## src/sbb_pkg.sv

```systemverilog
// Shared widths, constants and the item record for the Ball-Berry conductance block.
package sbb_pkg;

    localparam int unsigned A_W    = 17;
    localparam int unsigned CA_W   = 16;
    localparam int unsigned RH_W   = 16;
    localparam int unsigned REG_W  = 16;
    localparam int unsigned G_W    = 20;
    localparam int unsigned N_W    = G_W + 1;
    localparam int unsigned P_W    = 50;
    localparam int unsigned Q_W    = 28;
    localparam int unsigned KM_W   = 25;
    localparam int unsigned B125_W = 23;
    localparam int unsigned CS_W   = 25;
    localparam int unsigned IDX_W  = 1;

    localparam logic [IDX_W-1:0] REG_INTERCEPT = 1'b0;
    localparam logic [IDX_W-1:0] REG_SLOPE     = 1'b1;

    localparam logic [REG_W-1:0] INTERCEPT_RST = 16'd5243;
    localparam logic [REG_W-1:0] SLOPE_RST     = 16'd2496;

    localparam logic [G_W-1:0] G_MAX   = '1;
    localparam logic [G_W-1:0] G_FLOOR = 20'd160;

    // Search record handed from cell to cell.
    typedef struct packed {
        logic [N_W-1:0]    n;
        logic [P_W-1:0]    pp;
        logic [Q_W-1:0]    q;
        logic [KM_W-1:0]   k;
        logic [KM_W-1:0]   m;
        logic [B125_W-1:0] b125;
        logic              sat_force;
        logic              fix_floor;
    } t_item;

endpackage

```

## src/sbb_front.sv

```systemverilog
// Front end: forms the CO2 ratio terms and the per-item search constants.
module sbb_front (
    input  logic                              i_clk,
    input  logic                              i_rst_n,
    input  logic                              i_en,
    input  logic                              i_v,
    input  logic signed [sbb_pkg::A_W-1:0]    i_a,
    input  logic [sbb_pkg::CA_W-1:0]          i_ca,
    input  logic [sbb_pkg::RH_W-1:0]          i_rh,
    input  logic [sbb_pkg::REG_W-1:0]         i_intercept,
    input  logic [sbb_pkg::REG_W-1:0]         i_slope,
    output logic                              o_v,
    output sbb_pkg::t_item                    o_item
);
    localparam int unsigned SP_W = sbb_pkg::REG_W + 19;

    logic signed [sbb_pkg::CS_W-1:0] cs;
    logic signed [sbb_pkg::CS_W-1:0] a_e;
    logic [18:0]                     p0;
    logic [sbb_pkg::Q_W-1:0]         q0;
    logic [38:0]                     p_mega;
    logic                            satf0;
    logic                            fix0;

    logic                        r1_v, r2_v, r3_v;
    logic [18:0]                 r1_p;
    logic [sbb_pkg::Q_W-1:0]     r1_q, r2_q;
    logic [sbb_pkg::RH_W-1:0]    r1_rh;
    logic                        r1_satf, r1_fix, r2_satf, r2_fix;
    logic [SP_W-1:0]             r2_sp;
    logic [sbb_pkg::KM_W-1:0]    r2_k, r2_m;
    logic [sbb_pkg::B125_W-1:0]  r2_b125;
    sbb_pkg::t_item              r3_item;

    always_comb begin
        a_e    = sbb_pkg::CS_W'(i_a);
        cs     = $signed({9'b0, i_ca} * 25'd96) - a_e * 25'sd7;
        satf0  = 1'b0;
        p0     = '0;
        q0     = 28'd1;
        if (a_e < 0) begin
            p0 = '0;
            q0 = 28'd1;
        end else begin
            if (cs < 0) begin
                // Negative surface CO2 is taken as one mole per mole.
                p0 = 19'(i_a[15:0]);
                q0 = 28'd256000000;
            end else if (cs == 0) begin
                satf0 = (a_e != 0);
                p0    = '0;
                q0    = 28'd1;
            end else begin
                p0 = 19'(i_a[15:0]) * 19'd6;
                q0 = sbb_pkg::Q_W'(cs);
            end
        end
        p_mega = 39'(p0) * 39'd1000000;
        if (!(a_e < 0) && (p_mega < 39'(q0))) begin
            p0 = 19'd1;
            q0 = 28'd1000000;
        end
        fix0 = (i_intercept == '0) && !satf0 && ((a_e < 0) || (i_rh == '0));
    end

    always_ff @(posedge i_clk) begin
        if (!i_rst_n) begin
            r1_v <= 1'b0;
            r2_v <= 1'b0;
            r3_v <= 1'b0;
        end else if (i_en) begin
            r1_v <= i_v;
            r2_v <= r1_v;
            r3_v <= r2_v;
        end
        if (i_en) begin
            r1_p    <= p0;
            r1_q    <= q0;
            r1_rh   <= i_rh;
            r1_satf <= satf0;
            r1_fix  <= fix0;

            r2_sp   <= SP_W'(i_slope) * SP_W'(r1_p);
            r2_q    <= r1_q;
            r2_k    <= sbb_pkg::KM_W'(i_intercept) * 25'd125 + 25'd9830400;
            r2_m    <= sbb_pkg::KM_W'(r1_rh) * 25'd150
                       + sbb_pkg::KM_W'(i_intercept) * 25'd125;
            r2_b125 <= sbb_pkg::B125_W'(i_intercept) * 23'd125;
            r2_satf <= r1_satf;
            r2_fix  <= r1_fix;

            r3_item.n         <= '0;
            r3_item.pp        <= sbb_pkg::P_W'(r2_sp) * 50'd32000;
            r3_item.q         <= r2_q;
            r3_item.k         <= r2_k;
            r3_item.m         <= r2_m;
            r3_item.b125      <= r2_b125;
            r3_item.sat_force <= r2_satf;
            r3_item.fix_floor <= r2_fix;
        end
    end

    assign o_v    = r3_v;
    assign o_item = r3_item;
endmodule

```

## config.mk

```make
export PLATFORM = sky130hd
export DESIGN_NAME = sbb_front
export DESIGN_NICKNAME = d
export VERILOG_FILES = /design/src/sbb_pkg.sv /design/src/sbb_front.sv
export SDC_FILE = /design/constraint.sdc
export NUM_CORES = 2
export LEC_CHECK = 0
export BUFFER_PORTS_ARGS = -buffer_cell sky130_fd_sc_hd__buf_2
export CAP_MARGIN = 20
export CORE_ASPECT_RATIO = 0.8
export CORE_MARGIN = 2
export CORE_UTILIZATION = 50
export CTS_BUF_LIST = sky130_fd_sc_hd__clkbuf_4 sky130_fd_sc_hd__clkbuf_8
export CTS_CLUSTER_SIZE = 12
export DETAILED_ROUTE_END_ITERATION = 10
export PLACE_DENSITY = 0.68
export SLEW_MARGIN = 20
export SYNTH_ARGS = -nofsm -noshare
export SYNTH_HDL_FRONTEND = slang
export SYNTH_SLANG_ARGS = --single-unit
export TNS_END_PERCENT = 30
```

## constraint.sdc

```tcl
create_clock -name i_clk -period 15.39 [get_ports i_clk]
set_input_delay 0.7695 -clock i_clk [delete_from_list [all_inputs] [get_ports i_clk]]
set_output_delay 0.7695 -clock i_clk [all_outputs]
set_load 0.05 [all_outputs]
```

==> results_dict.tcl <==
set metrics [dict create \
    clock_latency_ns 0.67 \
    holdBufCountCts 0 \
    drt.antenna.violating_nets 0 \
    post-dp-hpwl_um 68840 \
    path_class "primary input to flip-flop" \
    tns_ns 0 \
    drtIter0Drc 1445 \
    fmax_ghz 0.07230 \
    gp_congestion 0.9255 \
    clock-sinks 306 \
    grt_use_total_pct 21.03 \
    numPortBuffers 230 \
    htree_levels 2 \
    critPathTopFamily "adder cells" \
    via_count 26240 \
    die_w_um 317.6 \
    initial_core_util_pct 50.74 \
    min_to "r1_rh[0]$_DFFE_PP_" \
    reg2reg_from "r1_p[12]$_SDFFCE_PP0P_" \
    drc 0 \
    rsz0062_at_grt "false" \
    mostFrequentLayoutCells "630 x inv_1, 570 x ha_1, 544 x fa_1" \
    setup_viol 0 \
    synth_seq_cells 306 \
    worst_clock_skew_ns 0.03528 \
    clockBufferDepth 3 \
    final_common_cell "inv_1" \
    critPathMaxFanout 41 \
    post_dp_cell_area_mm2 0.04134 \
    syn_area_per_cell_um2 10.55 \
    postLayoutCellArea_mm2 0.04242 \
    dieHeight_um 254.9 \
    worst_pin_slew_ns 0.9446 \
    io_pins 260 \
    slowest_delay_ns 0.57 \
    min_period_over_period_pct 89.87 \
    floorplan.die_area_mm2 0.08097 \
    regToRegEndpoint "r2_sp[33]$_DFFE_PP_" \
    worstHoldPathType "primary input to flip-flop" \
    min_period_ns 13.83 \
    hold_ws_ns 0.2871 \
    crit_path_start "i_ca[0]" \
    hold_viol_final 0 \
    ys_seq_area_share_pct 23.28 \
    rows 91 \
    clkTransAtPathRegs_ns 0.06 \
    grt_pass1_vias 26670 \
    cts_setup_buffers 0 \
    grt_use_met2_pct 31.99 \
    cp.required_ns 15.75 \
    synth_area_leaders "fa_1 28%, edfxtp_1 23%, ha_1 18%" \
    drv_slew 0 \
    netlist_instances 3731 \
    ys_types 73 \
    gr-max-usage-layer "met2" \
    max_slew_margin_pct 37.02 \
    cts_tree "built" \
    status "complete, no violations" \
    synth_top_area_share_pct 27.68 \
    grt.overflow.total 0 \
    grt_max_degree 114 \
    slowest_stage "fa_1" \
    wl_per_cell_um 16.47 \
    async_reset_ff_share_pct 0 \
    maxCapViolations 0 \
    drive_above_1_share_pct 8.625 \
    worstPathArrival_ns 14.19 \
    r2r_setup_slack_ns 8.06 \
    endpoint_kind "flip-flop" \
    antenna_found_initial 12 \
    synth_edf_count 303 \
    cts_resized 0 \
    yosysWarnings 0 \
    area_growth_pct 7.813 \
    core_mm2 0.07754 \
    reg2reg_depth 24 \
    vias_per_cell 5.241 \
    grt_pass1_wl_um 138100 \
    syn_area_mm2 0.03935 \
    synthFlopType "edfxtp_1" \
    drtPass1Iterations 5 \
    cp.buffers_inverters 13 \
    routed_wl_um 82430 \
    critPathLaunchType "primary input" \
    root_buffer "clkbuf_8" \
    grt_use_met3_pct 3.537 \
    fillers 6794 \
    fin_nets 5136 \
    synth_area_leader_cell "fa_1" \
    numCtsBuffers 53 \
    gr-usage-met1_pct 31.55 \
    hp-start "i_rh[0]" \
    hold_depth 1 \
]
worst max path at each step:
stage               depth (start not counted)                     end  slack (ns)
global route                               59  r1_p[17]$_SDFFCE_PP0P_        0.46
finish                                     58  r1_p[17]$_SDFFCE_PP0P_        1.56
floorplan                                  60  r1_p[18]$_SDFFCE_PP0P_        2.81
global placement                           58  r1_p[17]$_SDFFCE_PP0P_        1.23
CTS                                        58  r1_p[17]$_SDFFCE_PP0P_        1.68
detailed placement                         58  r1_p[17]$_SDFFCE_PP0P_        0.98
stage by stage:
step           worst slack (ns)  utilization [%]  instances
2_1_floorplan             2.814                -       3759
3_3_place_gp              1.233            53.31       4905
3_5_place_dp             0.9801            53.31       4905
4_1_cts                   1.680            54.69       5000
5_1_grt                  0.4580            54.71       5005
6_report                  1.559            54.71       5006
cell families after synthesis:
group                    after synthesis  synth area share [%]
flip-flops                           306                 23.28
XOR/XNOR                             204                 4.541
buffers and inverters                749                 7.638
multiplexers                           9                0.2290
other                                  1              0.009531
AO/OA/AOI/OAI                        500                 8.223
AND/OR/NAND/NOR                      848                 10.28
adder cells (fa/ha/maj)             1114                 45.80
Yosys cell counts, drive strengths merged, types with 4 or more instances:
cell     instances
edfxtp         303
or2             10
a2111oi          4
a31o             4
buf             62
o31ai            6
nand2b          19
and3            14
or3             23
a211oi          24
o22ai            6
nand2          322
nor4            18
xor2            46
a211o            7
nor3            51
inv            630
nor2b           31
o21bai          28
nand3           48
o21a            31
a221oi           8
ha             570
nor3b            6
nor2           161
o41ai            9
o2111ai         10
nand4b           5
xnor2          158
a21oi          161
mux2i            9
o211ai          11
nand4           17
a21o            68
fa             544
clkbuf          56
and2           109
a31oi           14
o21ai           79
cell type report:
| class | count | area [um2] | share of cell area (%) |
|---|---|---|---|
| timing repair buffer | 241 | 1244 | 2.932 |
| tap | 1023 | 1280 | 3.017 |
| sequential | 306 | 9159 | 21.59 |
| clock inverter | 34 | 277.8 | 0.6548 |
| inverter | 631 | 2369 | 5.583 |
| clock buffer | 61 | 789.5 | 1.861 |
| antenna | 6 | 15.01 | 0.03539 |
| multi-input combinational | 2704 | 27290 | 64.33 |
flip-flops by register name (all words and copies together), names as in the netlist:
signal / cells
o_item: 124
o_v: 1
r1_fix: 1
r1_p: 19
r1_q: 25
r1_rh: 16
r1_satf: 1
r1_v: 1
r2_b125: 6
r2_fix: 1
r2_k: 25
r2_m: 24
r2_q: 25
r2_satf: 1
r2_sp: 35
r2_v: 1
per-layer routing:
| metal | share of wire [%] | routed length (um) | vias to the layer above |
|---|---|---|---|
| li1 | - | - | 12720 |
| met1 | 49 | 40590 | 12790 |
| met4 | 1.6 | 1293 | 8 |
| met5 | 0.053 | 44 | - |
| met2 | 43 | 35450 | 630 |
| met3 | 6.1 | 5047 | 94 |
Power is not shown: default switching activity piles up to over one toggle a cycle in this logic, so the estimate is an artifact.
