--- src/sbb_pkg.sv ---
// Shared widths, constants and the item record for the Ball-Berry conductance block.
package sbb_pkg;

    localparam int unsigned A_W    = 17;
    localparam int unsigned CA_W   = 16;
    localparam int unsigned RH_W   = 16;
    localparam int unsigned REG_W  = 16;
    localparam int unsigned G_W    = 20;
    localparam int unsigned N_W    = G_W + 1;
    localparam int unsigned P_W    = 50;
    localparam int unsigned Q_W    = 28;
    localparam int unsigned KM_W   = 25;
    localparam int unsigned B125_W = 23;
    localparam int unsigned CS_W   = 25;
    localparam int unsigned IDX_W  = 1;

    localparam logic [IDX_W-1:0] REG_INTERCEPT = 1'b0;
    localparam logic [IDX_W-1:0] REG_SLOPE     = 1'b1;

    localparam logic [REG_W-1:0] INTERCEPT_RST = 16'd5243;
    localparam logic [REG_W-1:0] SLOPE_RST     = 16'd2496;

    localparam logic [G_W-1:0] G_MAX   = '1;
    localparam logic [G_W-1:0] G_FLOOR = 20'd160;

    // Search record handed from cell to cell.
    typedef struct packed {
        logic [N_W-1:0]    n;
        logic [P_W-1:0]    pp;
        logic [Q_W-1:0]    q;
        logic [KM_W-1:0]   k;
        logic [KM_W-1:0]   m;
        logic [B125_W-1:0] b125;
        logic              sat_force;
        logic              fix_floor;
    } t_item;

endpackage

--- src/sbb_out_if.sv ---
// Output channel: conductance and saturation flag.
interface sbb_out_if;
    logic                         valid;
    logic                         ready;
    logic [sbb_pkg::G_W-1:0]      conductance;
    logic                         saturated;

    modport source (output valid, output conductance, output saturated, input ready);
    modport sink   (input valid, input conductance, input saturated, output ready);
endinterface

--- src/sbb_outbuf.sv ---
// Output register with a skid entry; maps the search result to the output fields.
module sbb_outbuf (
    input  logic           i_clk,
    input  logic           i_rst_n,
    input  logic           i_v,
    input  sbb_pkg::t_item i_item,
    output logic           o_en,
    sbb_out_if.source      o_out
);
    logic [sbb_pkg::G_W-1:0] g;
    logic                    sat;
    logic                    r_out_v, r_skid_v;
    logic [sbb_pkg::G_W-1:0] r_out_g, r_skid_g;
    logic                    r_out_s, r_skid_s;

    always_comb begin
        if (i_item.fix_floor) begin
            g   = sbb_pkg::G_FLOOR;
            sat = 1'b0;
        end else if (i_item.sat_force || i_item.n[sbb_pkg::G_W]) begin
            g   = sbb_pkg::G_MAX;
            sat = 1'b1;
        end else begin
            g   = i_item.n[sbb_pkg::G_W-1:0];
            sat = 1'b0;
        end
    end

    assign o_en = !r_skid_v;

    always_ff @(posedge i_clk) begin
        if (!i_rst_n) begin
            r_out_v  <= 1'b0;
            r_skid_v <= 1'b0;
        end else if (r_skid_v) begin
            if (o_out.ready) begin
                r_out_v  <= 1'b1;
                r_skid_v <= 1'b0;
            end
        end else if (!r_out_v || o_out.ready) begin
            r_out_v <= i_v;
        end else if (i_v) begin
            r_skid_v <= 1'b1;
        end
        if (r_skid_v) begin
            if (o_out.ready) begin
                r_out_g <= r_skid_g;
                r_out_s <= r_skid_s;
            end
        end else if (!r_out_v || o_out.ready) begin
            r_out_g <= g;
            r_out_s <= sat;
        end else begin
            r_skid_g <= g;
            r_skid_s <= sat;
        end
    end

    assign o_out.valid       = r_out_v;
    assign o_out.conductance = r_out_g;
    assign o_out.saturated   = r_out_s;

    a_skid_needs_out: assert property (@(posedge i_clk) disable iff (!i_rst_n)
        r_skid_v |-> r_out_v) else $error("skid entry held without output entry");
    a_skid_fill: assert property (@(posedge i_clk) disable iff (!i_rst_n)
        !r_out_v |=> !r_skid_v) else $error("skid filled while output was empty");
    a_sat_value: assert property (@(posedge i_clk) disable iff (!i_rst_n)
        (r_out_v && r_out_s) |-> (r_out_g == sbb_pkg::G_MAX))
        else $error("saturated result not at full scale");
endmodule

--- src/flat_wrapper.sv ---
// flat-port wrapper written by rule: the top's interface ports become plain ports
module sbb_outbuf_flat 
  (i_clk, i_rst_n, i_v, i_item, o_en, o_out_valid, o_out_conductance, o_out_saturated, o_out_ready);
  sbb_out_if o_out_i ();
  input  logic i_clk;
  input  logic i_rst_n;
  input  logic i_v;
  input  sbb_pkg::t_item i_item;
  output logic o_en;
  output wire logic [$bits(o_out_i.valid)-1:0] o_out_valid;
  output wire logic [$bits(o_out_i.conductance)-1:0] o_out_conductance;
  output wire logic [$bits(o_out_i.saturated)-1:0] o_out_saturated;
  input wire logic [$bits(o_out_i.ready)-1:0] o_out_ready;
  assign o_out_valid = o_out_i.valid;
  assign o_out_conductance = o_out_i.conductance;
  assign o_out_saturated = o_out_i.saturated;
  assign o_out_i.ready = o_out_ready;
  sbb_outbuf u_core (.i_clk(i_clk), .i_rst_n(i_rst_n), .i_v(i_v), .i_item(i_item), .o_en(o_en), .o_out(o_out_i));
endmodule
--- config.mk ---
export PLATFORM = sky130hd
export DESIGN_NAME = sbb_outbuf_flat
export DESIGN_NICKNAME = d
export VERILOG_FILES = /design/src/sbb_pkg.sv /design/src/sbb_out_if.sv /design/src/sbb_outbuf.sv /design/src/flat_wrapper.sv
export SDC_FILE = /design/constraint.sdc
export NUM_CORES = 1
export LEC_CHECK = 0
export BUFFER_PORTS_ARGS = -buffer_cell sky130_fd_sc_hd__buf_4
export CAP_MARGIN = 5
export CORE_ASPECT_RATIO = 0.7
export CORE_MARGIN = 3
export CORE_UTILIZATION = 34
export CTS_CLUSTER_SIZE = 14
export DETAILED_ROUTE_END_ITERATION = 6
export MAX_ROUTING_LAYER = met4
export PLACE_DENSITY_LB_ADDON = 0.08
export SLEW_MARGIN = 5
export SYNTH_ARGS = -nofsm -noshare
export SYNTH_HDL_FRONTEND = slang
export SYNTH_SLANG_ARGS = --single-unit
--- constraint.sdc ---
create_clock -name i_clk -period 3.8 [get_ports i_clk]
set_input_delay 0.76 -clock i_clk [delete_from_list [all_inputs] [get_ports i_clk]]
set_output_delay 0.76 -clock i_clk [all_outputs]
set_load 0.1 [all_outputs]
==> flow_summary.toml, run 1 <==
[global_route]
grt_util_met1_pct = 16.3
track_usage_pct = 14.4
grt_pass1_wl_um = 6350
grt_max_degree = 28
grt_overflow = 0
met2_usage_pct = 25.3
met3_usage_pct = 3.95
antenna_found_initial = 0
grt_pass1_vias = 1249
busiest_layer = "met2"

[layout]
area_growth_pct = 29.0
final_cell_mix = "buf_4 (50), edfxtp_1 (42), nor2_1 (20)"
layout_commonest_cell = "buf_4"
nets = 368
n_antenna_cell = 0
layout-drive-gt1-share_pct = 33.0

[min_path]
min_path_type = "flop to flop"

[sta]
skew_ns = 0.00711
max_freq_mhz = 392
fin_crit_sh_pct = 67.1
grt_setup_unrepaired = "no"
tightest_slew_ns = 1.16
setup_viol = 0
final_max_slew_viol_count = 0
setup-tns-final_ns = 0
maxSlewHeadroom_pct = 22.4
hold_viol_final = 0
layout_min_cycle_time_ns = 2.55
worst_slack_ns = 1.25

[setup_path]
critPathKind = "flop to primary output"
cpLargestDelayFamily = "flip-flops"
critPathLaunchType = "flop"
critPathRequiredTime_ns = 3.04
crit_path_max_fanout = 27
rrSetupSlack_ns = 1.71
crit_path_end_kind = "primary output"
worst-path-buf-inv = 2
crit_chain = "inv_1 > buf_4"
arrival_ns = 1.79
critPathSlowestCell = "dfxtp_1"
worst_path_largest_cell_delay_ns = 0.99

[clock_tree]
clockBufferDepth = 2
cts_tree = "done"
cts_setup_buffers = 0
numCtsBuffers = 5
h-tree-depth = 2
ctsRootBufferMaster = "clkbuf_8"
cts_sinks = 44
ctsResizeCount = 0
clkTransAtPathRegs_ns = 0.08
cts_hold_buffers = 0
clock_latency_ns = 0.29

[drt]
drtAntennaViolNets = 0
drt_pass1_iterations = 4
drc = 0
wirelength_um = 4100
routed-via-count = 1228
vias_per_cell = 4.72
drt-wirelength-per-cell_um = 15.8
drt_iter0_drc = 77

[floorplanning]
die_w_um = 92.9
num_rows = 21
dieArea_um2 = 6210
start_util_pct = 36.4
core-area_um2 = 4940
die_h_um = 66.8
io_pins = 201

[synth]
yosys_warnings = 0
syn_inst = 144
netlist_area_um2 = 1800
yosysUniqueCellTypes = 21
synth_top_area_share_pct = 70.1
synth_top_cell_by_area = "edfxtp_1"
ys_seq_elements = 44
syn_avg_cell_area_um2 = 12.5
synth_fp_nets = 322
ys_seq_area_share_pct = 72.4
synthTopCellsByArea = "edfxtp_1 (70%), nor3_1 (5.0%), o21ai_0 (4.5%)"

[pwr]
power_density_nw_per_um2 = 521
p_leak_nw = 0.845
peakVddDrop_uv = 201

[run_status]
outcome = "complete, no violations"

[job]
drv_cap = 0

[placed_design]
numPortBuffers = 49
pre_cts_slack_ns = 1.56
place_congestion = 0.687
dp_hpwl_um = 2600
[kinds of logic (layout without fill, tap and decap cells)]
kind of cell | count (synthesis) | in the layout | synth area share [%]
AND/OR/NAND/NOR | 63 | 63 | 15.9
multiplexers | 3 | 3 | 1.81
flip-flops | 44 | 44 | 72.4
buffers and inverters | 12 | 59 | 3.34
AO/OA/AOI/OAI | 22 | 22 | 6.54
[cell usage after synthesis]
| cell type | n |
|---|---|
| nor3b_1 | 2 |
| o31ai_1 | 1 |
| nor2_1 | 20 |
| buf_2 | 6 |
| a21boi_0 | 1 |
| a21oi_1 | 1 |
| inv_1 | 1 |
| nor3_1 | 18 |
| mux2i_1 | 1 |
| edfxtp_1 | 42 |
| nand2_1 | 19 |
| buf_6 | 1 |
| mux2_2 | 2 |
| nand2b_1 | 1 |
| o21bai_1 | 1 |
| o21ai_1 | 2 |
| dfxtp_1 | 2 |
| clkbuf_1 | 4 |
| or2_1 | 1 |
| or4_4 | 2 |
| o21ai_0 | 16 |
[power breakdown]
group | total (mW) | leakage, nW | internal [mW] | switching [mW]
clock network | 0.350 | 0.0552 | 0.195 | 0.155
registers | 0.583 | 0.427 | 0.569 | 0.0133
logic | 0.275 | 0.363 | 0.0592 | 0.216
[per-stage QoR]
stage          total power, mW  area, um2  hold WS [ns]  util (%)  std cells
5_1_grt                   1.25       2320         0.565      47.0        260
3_3_place_gp             0.869       2210         0.512      44.8        252
4_1_cts                   1.22       2320         0.536      47.0        260
6_report                  1.21       2320         0.530      47.0        260
2_1_floorplan            0.800       1800         0.498         -        144
3_5_place_dp             0.872       2210         0.514      44.8        252
[final timing paths]
check,from,to,cells after the start
worst min-delay path,u_core.r_skid_g[17]$_DFFE_PP_,u_core.o_out.conductance[17]$_DFFE_PP_,2
worst min register to register,u_core.r_skid_g[17]$_DFFE_PP_,u_core.o_out.conductance[17]$_DFFE_PP_,2
worst max-delay path,u_core.r_skid_v$_SDFF_PN0_,o_en,2
worst max register to register,u_core.r_skid_v$_SDFF_PN0_,u_core.o_out.conductance[18]$_DFFE_PP_,1
[routing by layer]
| layer | part of all wire [%] | vias to the layer above |
|---|---|---|
| met5 | 0 | - |
| met4 | 0.49 | 0 |
| met3 | 3.8 | 2 |
| met2 | 53 | 23 |
| met1 | 43 | 597 |
| li1 | - | 606 |
[final cells by class]
type / instances / area [um2]
Clock inverter: 2 / 35.0
Clock buffer: 6 / 72.6
Inverter: 1 / 3.75
Multi-Input combinational cell: 88 / 445
Timing Repair Buffer: 50 / 375
Fill cell: 491 / 2620
Sequential cell: 44 / 1300
Tap cell: 69 / 86.3
[state kept, by name (all words and copies together), names as in the netlist]
register / cells
u_core.o_out.valid: 1
u_core.o_out.saturated: 1
u_core.r_skid_v: 1
u_core.r_skid_g: 20
u_core.r_skid_s: 1
u_core.o_out.conductance: 20
No activity file was read; power rests on OpenSTA's default activity.
==> inputs of run 2 (changes only) <==
--- a/config.mk
+++ b/config.mk
@@ -5,11 +5,12 @@
 export SDC_FILE = /design/constraint.sdc
 export NUM_CORES = 1
 export LEC_CHECK = 0
+export ABC_AREA = 1
 export BUFFER_PORTS_ARGS = -buffer_cell sky130_fd_sc_hd__buf_4
 export CAP_MARGIN = 5
 export CORE_ASPECT_RATIO = 0.7
 export CORE_MARGIN = 3
-export CORE_UTILIZATION = 34
+export CORE_UTILIZATION = 32
 export CTS_CLUSTER_SIZE = 14
 export DETAILED_ROUTE_END_ITERATION = 6
 export MAX_ROUTING_LAYER = met4
==> constraint.sdc (replaced) <==
create_clock -name i_clk -period 2.29 [get_ports i_clk]
set_input_delay 0.458 -clock i_clk [delete_from_list [all_inputs] [get_ports i_clk]]
set_output_delay 0.458 -clock i_clk [all_outputs]
set_load 0.1 [all_outputs]
==> run 2 against run 1 <==
  * Via count increased by 16%
  * Clock skew increased by 0.00053 ns
  * Register-to-register slack got worse by 0.84 ns
  * Sequential cell count unchanged
  * Cell count increased by 23%
  * Clock-buffer cell count decreased by 1
  * Die area increased by 15%
  * First-iteration DRC count increased by 38%
  * Setup slack got worse by 0.75 ns
  * Cell area increased by 6.1%
  * Power increased by 59%
  * Largest power group unchanged
==> flow_summary.toml, run 2 <==
[run_status]
outcome = "complete, no violations"

[global_route]
grt_max_degree = 40
antenna_found_initial = 0
grt_pass1_wl_um = 7120
grt_pass1_vias = 1384
track_usage_pct = 13.5
grt_overflow = 0

[synth]
yosys_warnings = 0
synth.top_cells.by_count = "nand2_1 (70), edfxtp_1 (42), inv_1 (25)"
netlist_area_um2 = 1970
yosysMostFrequentCell = "nand2_1"
syn_inst = 195
yosysUniqueCellTypes = 13
synth_top_area_share_pct = 64.1
ys_seq_area_share_pct = 66.2
async_flop_share_pct = 0
synth_fp_nets = 373
synthFlopType = "edfxtp_1"
synth_edf_count = 42
ys_seq_elements = 44
synthTopCellsByArea = "edfxtp_1 (64%), nand2_1 (13%), a21oi_1 (4.8%)"
synth_top_cell_by_area = "edfxtp_1"
syn_avg_cell_area_um2 = 10.1

[drt]
drt-wirelength-per-cell_um = 13.7
drt_pass1_iterations = 4
wirelength_um = 4360
vias_per_cell = 4.46
drt_iter0_drc = 106
drc = 0
routed-via-count = 1422
drtAntennaViolNets = 0

[sta]
grt_setup_unrepaired = "no"
setup-tns-final_ns = 0
layout_min_cycle_time_ns = 1.79
final_max_slew_viol_count = 0
tightest_slew_ns = 0.753
fin_crit_sh_pct = 78.0
skew_ns = 0.00764
hold_viol_final = 0
maxSlewHeadroom_pct = 49.8
max_freq_mhz = 560
setup_viol = 0

[layout]
fillCellCount = 609
final_cell_mix = "nand2_1 (70), buf_4 (53), edfxtp_1 (42)"
nets = 421
layout-drive-gt1-share_pct = 26.6
layout_commonest_cell = "nand2_1"
n_antenna_cell = 0
area_growth_pct = 25.1
fin_util_pct = 42.1

[clock_tree]
clockBufferDepth = 2
ctsRootBufferMaster = "clkbuf_8"
cts_tree = "done"
h-tree-depth = 2
ctsResizeCount = 0
cts_hold_buffers = 0
cts_sinks = 44
clkTransAtPathRegs_ns = 0.08
cts_setup_buffers = 0
clock_latency_ns = 0.29
numCtsBuffers = 5

[setup_path]
crit_path_max_fanout = 23
crit_path_end_kind = "primary output"
arrival_ns = 1.33
critPathKind = "flop to primary output"
worst_path_largest_cell_delay_ns = 0.38
critPathLaunchType = "flop"
critPathSlowestCell = "buf_4"
crit_chain = "inv_2 > buf_4"
rrSetupSlack_ns = 0.87
critPathRequiredTime_ns = 1.83
reg2regPathDepth = 5

[pwr]
power_density_nw_per_um2 = 780
p_leak_nw = 1.12
peakVddDrop_uv = 345

[placed_design]
place_congestion = 0.674
dp_hpwl_um = 2740
numPortBuffers = 49

[floorplanning]
core-area_um2 = 5840
io_pins = 201
die_w_um = 99.7
num_rows = 23
dieArea_um2 = 7140
die_h_um = 71.6
start_util_pct = 33.7

[min_path]
holdPathStages = 3
min_path_type = "primary input to flop"

[job]
drv_cap = 0
[run 2: layout make-up]
class,instances,area (um2),area share (%)
sequential,44,1300,52.9
multi-input combinational,113,488,19.8
timing repair buffer,53,398,16.2
inverter,26,97.6,3.97
tap,75,93.8,3.81
clock buffer,5,68.8,2.80
clock inverter,3,13.8,0.559
[run 2: power breakdown]
part           switching, mW  total [mW]  internal, mW
clock network          0.261       0.468         0.208
registers             0.0173       0.963         0.946
logic                  0.384       0.489         0.105
total                  0.662        1.92          1.26
[run 2: path summary, 6_finish.rpt]
kind / from / to
max: u_core.r_skid_v$_SDFF_PN0_ / o_en
min: i_rst_n / u_core.r_skid_v$_SDFF_PN0_
max reg2reg: u_core.r_skid_v$_SDFF_PN0_ / u_core.o_out.conductance[13]$_DFFE_PP_
min reg2reg: u_core.r_skid_g[18]$_DFFE_PP_ / u_core.o_out.conductance[18]$_DFFE_PP_
[run 2: metrics by stage]
step	cells	hold slack, ns	total power, mW	instance area [um2]	worst slack, ns
finish	319	0.419	1.92	2460	0.503
global route	319	0.423	2.01	2460	0.420
CTS	319	0.413	1.95	2460	0.489
detailed placement	311	0.508	1.48	2380	0.492
global placement	311	0.500	1.48	2380	0.493
floorplan	195	0.491	1.35	1970	0.140
[run 2: per-layer routing]
| layer | global-route usage (%) | wire length, um |
|---|---|---|
| met1 | 18.9 | 2150 |
| met2 | 19.7 | 1950 |
| met3 | 3.79 | 256 |
| met4 | 2.73 | 10 |
| met5 | - | 0 |
[run 2: critical path, delay by kind of cell, from the launching register on]
kind | cells | cell delay [ns]
buf+inv | 2 | 0.71
flops | 1 | 0.32
[run 2: cell families after synthesis]
| group | Yosys count | synth area share (%) |
|---|---|---|
| buffers and inverters | 38 | 9.16 |
| and+or+nand+nor | 94 | 19.8 |
| DFF | 44 | 66.2 |
| AOI/OAI and AO/OA | 19 | 4.83 |
==> inputs of run 3 (changes only) <==
==> constraint.sdc (replaced) <==
create_clock -name i_clk -period 1.5 [get_ports i_clk]
set_input_delay 0.3 -clock i_clk [delete_from_list [all_inputs] [get_ports i_clk]]
set_output_delay 0.3 -clock i_clk [all_outputs]
set_load 0.1 [all_outputs]
==> run 3 against run 2 <==
  * Cell area grew 4.1%
  * Critical endpoint unchanged
  * Combinational power is 57% higher
  * Setup slack worse by 0.43 ns
==> flow_summary.toml, run 3 (synthesized netlist as in run 2, its figures left out) <==
[drt]
routed-via-count = 1409
drt_iter0_drc = 75
wirelength_um = 4350
vias_per_cell = 4.36
drt_pass1_iterations = 4
drc = 0
drtAntennaViolNets = 0
drt-wirelength-per-cell_um = 13.5

[clock_tree]
cts_tree = "done"
cts_setup_buffers = 0
clockBufferDepth = 2
clock_latency_ns = 0.30
cts_hold_buffers = 0
numCtsBuffers = 5
ctsRootBufferMaster = "clkbuf_8"
clkTransAtPathRegs_ns = 0.08
cts_sinks = 44
ctsResizeCount = 0
h-tree-depth = 2

[setup_path]
worst_path_largest_cell_delay_ns = 0.38
cp.depth = 2
reg2regPathDepth = 4
critPathLaunchType = "flop"
crit_path_end_kind = "primary output"
timing.rr.start = "u_core.r_skid_v$_SDFF_PN0_"
critPathRequiredTime_ns = 1.20
critPathSlowestCell = "dfxtp_1"
worst-path-buf-inv = 2
rrSetupSlack_ns = 0.31
arrival_ns = 1.13
crit_path_max_fanout = 7
timing.rr.end = "u_core.o_out.conductance[4]$_DFFE_PP_"
crit_chain = "inv_2 > buf_4"
critPathKind = "flop to primary output"
cpLargestDelayFamily = "buffers and inverters"

[floorplanning]
die_h_um = 71.6
dieArea_um2 = 7140
start_util_pct = 33.7
io_pins = 201
die_w_um = 99.7
core-area_um2 = 5840
num_rows = 23

[placed_design]
dp_hpwl_um = 2810
numPortBuffers = 49
place_congestion = 0.693

[sta]
tightest_slew_ns = 0.321
final_max_slew_viol_count = 0
layout_min_cycle_time_ns = 1.43
hold_viol_final = 0
setup_viol = 0
fin_crit_sh_pct = 95.3
maxSlewHeadroom_pct = 78.6
setup-tns-final_ns = 0
grt_setup_unrepaired = "no"
skew_ns = 0.0113
max_freq_mhz = 700

[layout]
final_cell_mix = "nand2_1 (70), buf_4 (54), edfxtp_1 (42)"
fin_util_pct = 43.9
regArea_um2 = 1310
area_growth_pct = 30.3
fillCellCount = 606
layout-drive-gt1-share_pct = 28.2
layout_commonest_cell = "nand2_1"
multi_input_area_um2 = 493
n_antenna_cell = 0
nets = 425

[global_route]
track_usage_pct = 13.6
grt_pass1_vias = 1409
grt_max_degree = 40
antenna_found_initial = 0
grt_overflow = 0
grt_pass1_wl_um = 7180

[pwr]
p_leak_nw = 1.16
power_mw = 3.14
peakVddDrop_uv = 478
power_density_nw_per_um2 = 1230

[job]
drv_cap = 0

[min_path]
min_path_type = "primary input to flop"
holdPathStages = 3
worstHoldStart = "i_rst_n"
holdPathEnd = "u_core.r_skid_v$_SDFF_PN0_"

[run_status]
outcome = "complete, no violations"
[run 3: where the power goes]
group	internal [mW]	switching (mW)
Clock	0.495	0.408
Sequential	1.44	0.0291
Combinational	0.178	0.587
Total	2.12	1.02
[run 3: worst max path at each step]
stage,start,end,slack [ns]
after floorplan,u_core.o_out.valid$_SDFFE_PN0P_,u_core.o_out.conductance[0]$_DFFE_PP_,0.003
after global placement,o_out_ready,u_core.o_out.saturated$_DFFE_PP_,0.24
after detailed placement,i_item[173],u_core.o_out.conductance[7]$_DFFE_PP_,0.24
after CTS,u_core.r_skid_v$_SDFF_PN0_,o_en,0.06
after global routing,u_core.r_skid_v$_SDFF_PN0_,o_en,0.01
final,u_core.r_skid_v$_SDFF_PN0_,o_en,0.07
[run 3: per-stage QoR]
step / instance area [um2] / hold WS, ns / worst slack (ns) / instances
final: 2560 / 0.239 / 0.0707 / 323
after global routing: 2560 / 0.242 / 0.0128 / 323
after global placement: 2450 / 0.499 / 0.243 / 315
after CTS: 2560 / 0.231 / 0.0648 / 323
after detailed placement: 2450 / 0.504 / 0.240 / 315
after floorplan: 1980 / 0.422 / 0.00335 / 195
[run 3: layout make-up]
class / count / share of cell area, %
inverters: 26 / 3.81
clock inverters: 2 / 1.37
repair buffers: 57 / 18.2
flip-flops and latches: 44 / 50.9
clock buffers: 6 / 2.83
multi-input cells: 113 / 19.2
well taps: 75 / 3.66
[run 3: worst register-to-register path, delay by kind of cell, from the launching register on]
family,cells,cell delay (ns)
buf+inv,2,0.35
flops,1,0.45
simple gates,2,0.16
[run 3: layer usage]
| metal | wire (um) | global-route usage [%] | up-vias | share of wire, % |
|---|---|---|---|---|
| met5 | 0 | - | - | 0 |
| met4 | 27 | 3.18 | 0 | 0.62 |
| met3 | 206 | 3.50 | 4 | 4.7 |
| met2 | 2070 | 21.2 | 34 | 48 |
| met1 | 2050 | 18.0 | 637 | 47 |
| li1 | - | - | 734 | - |
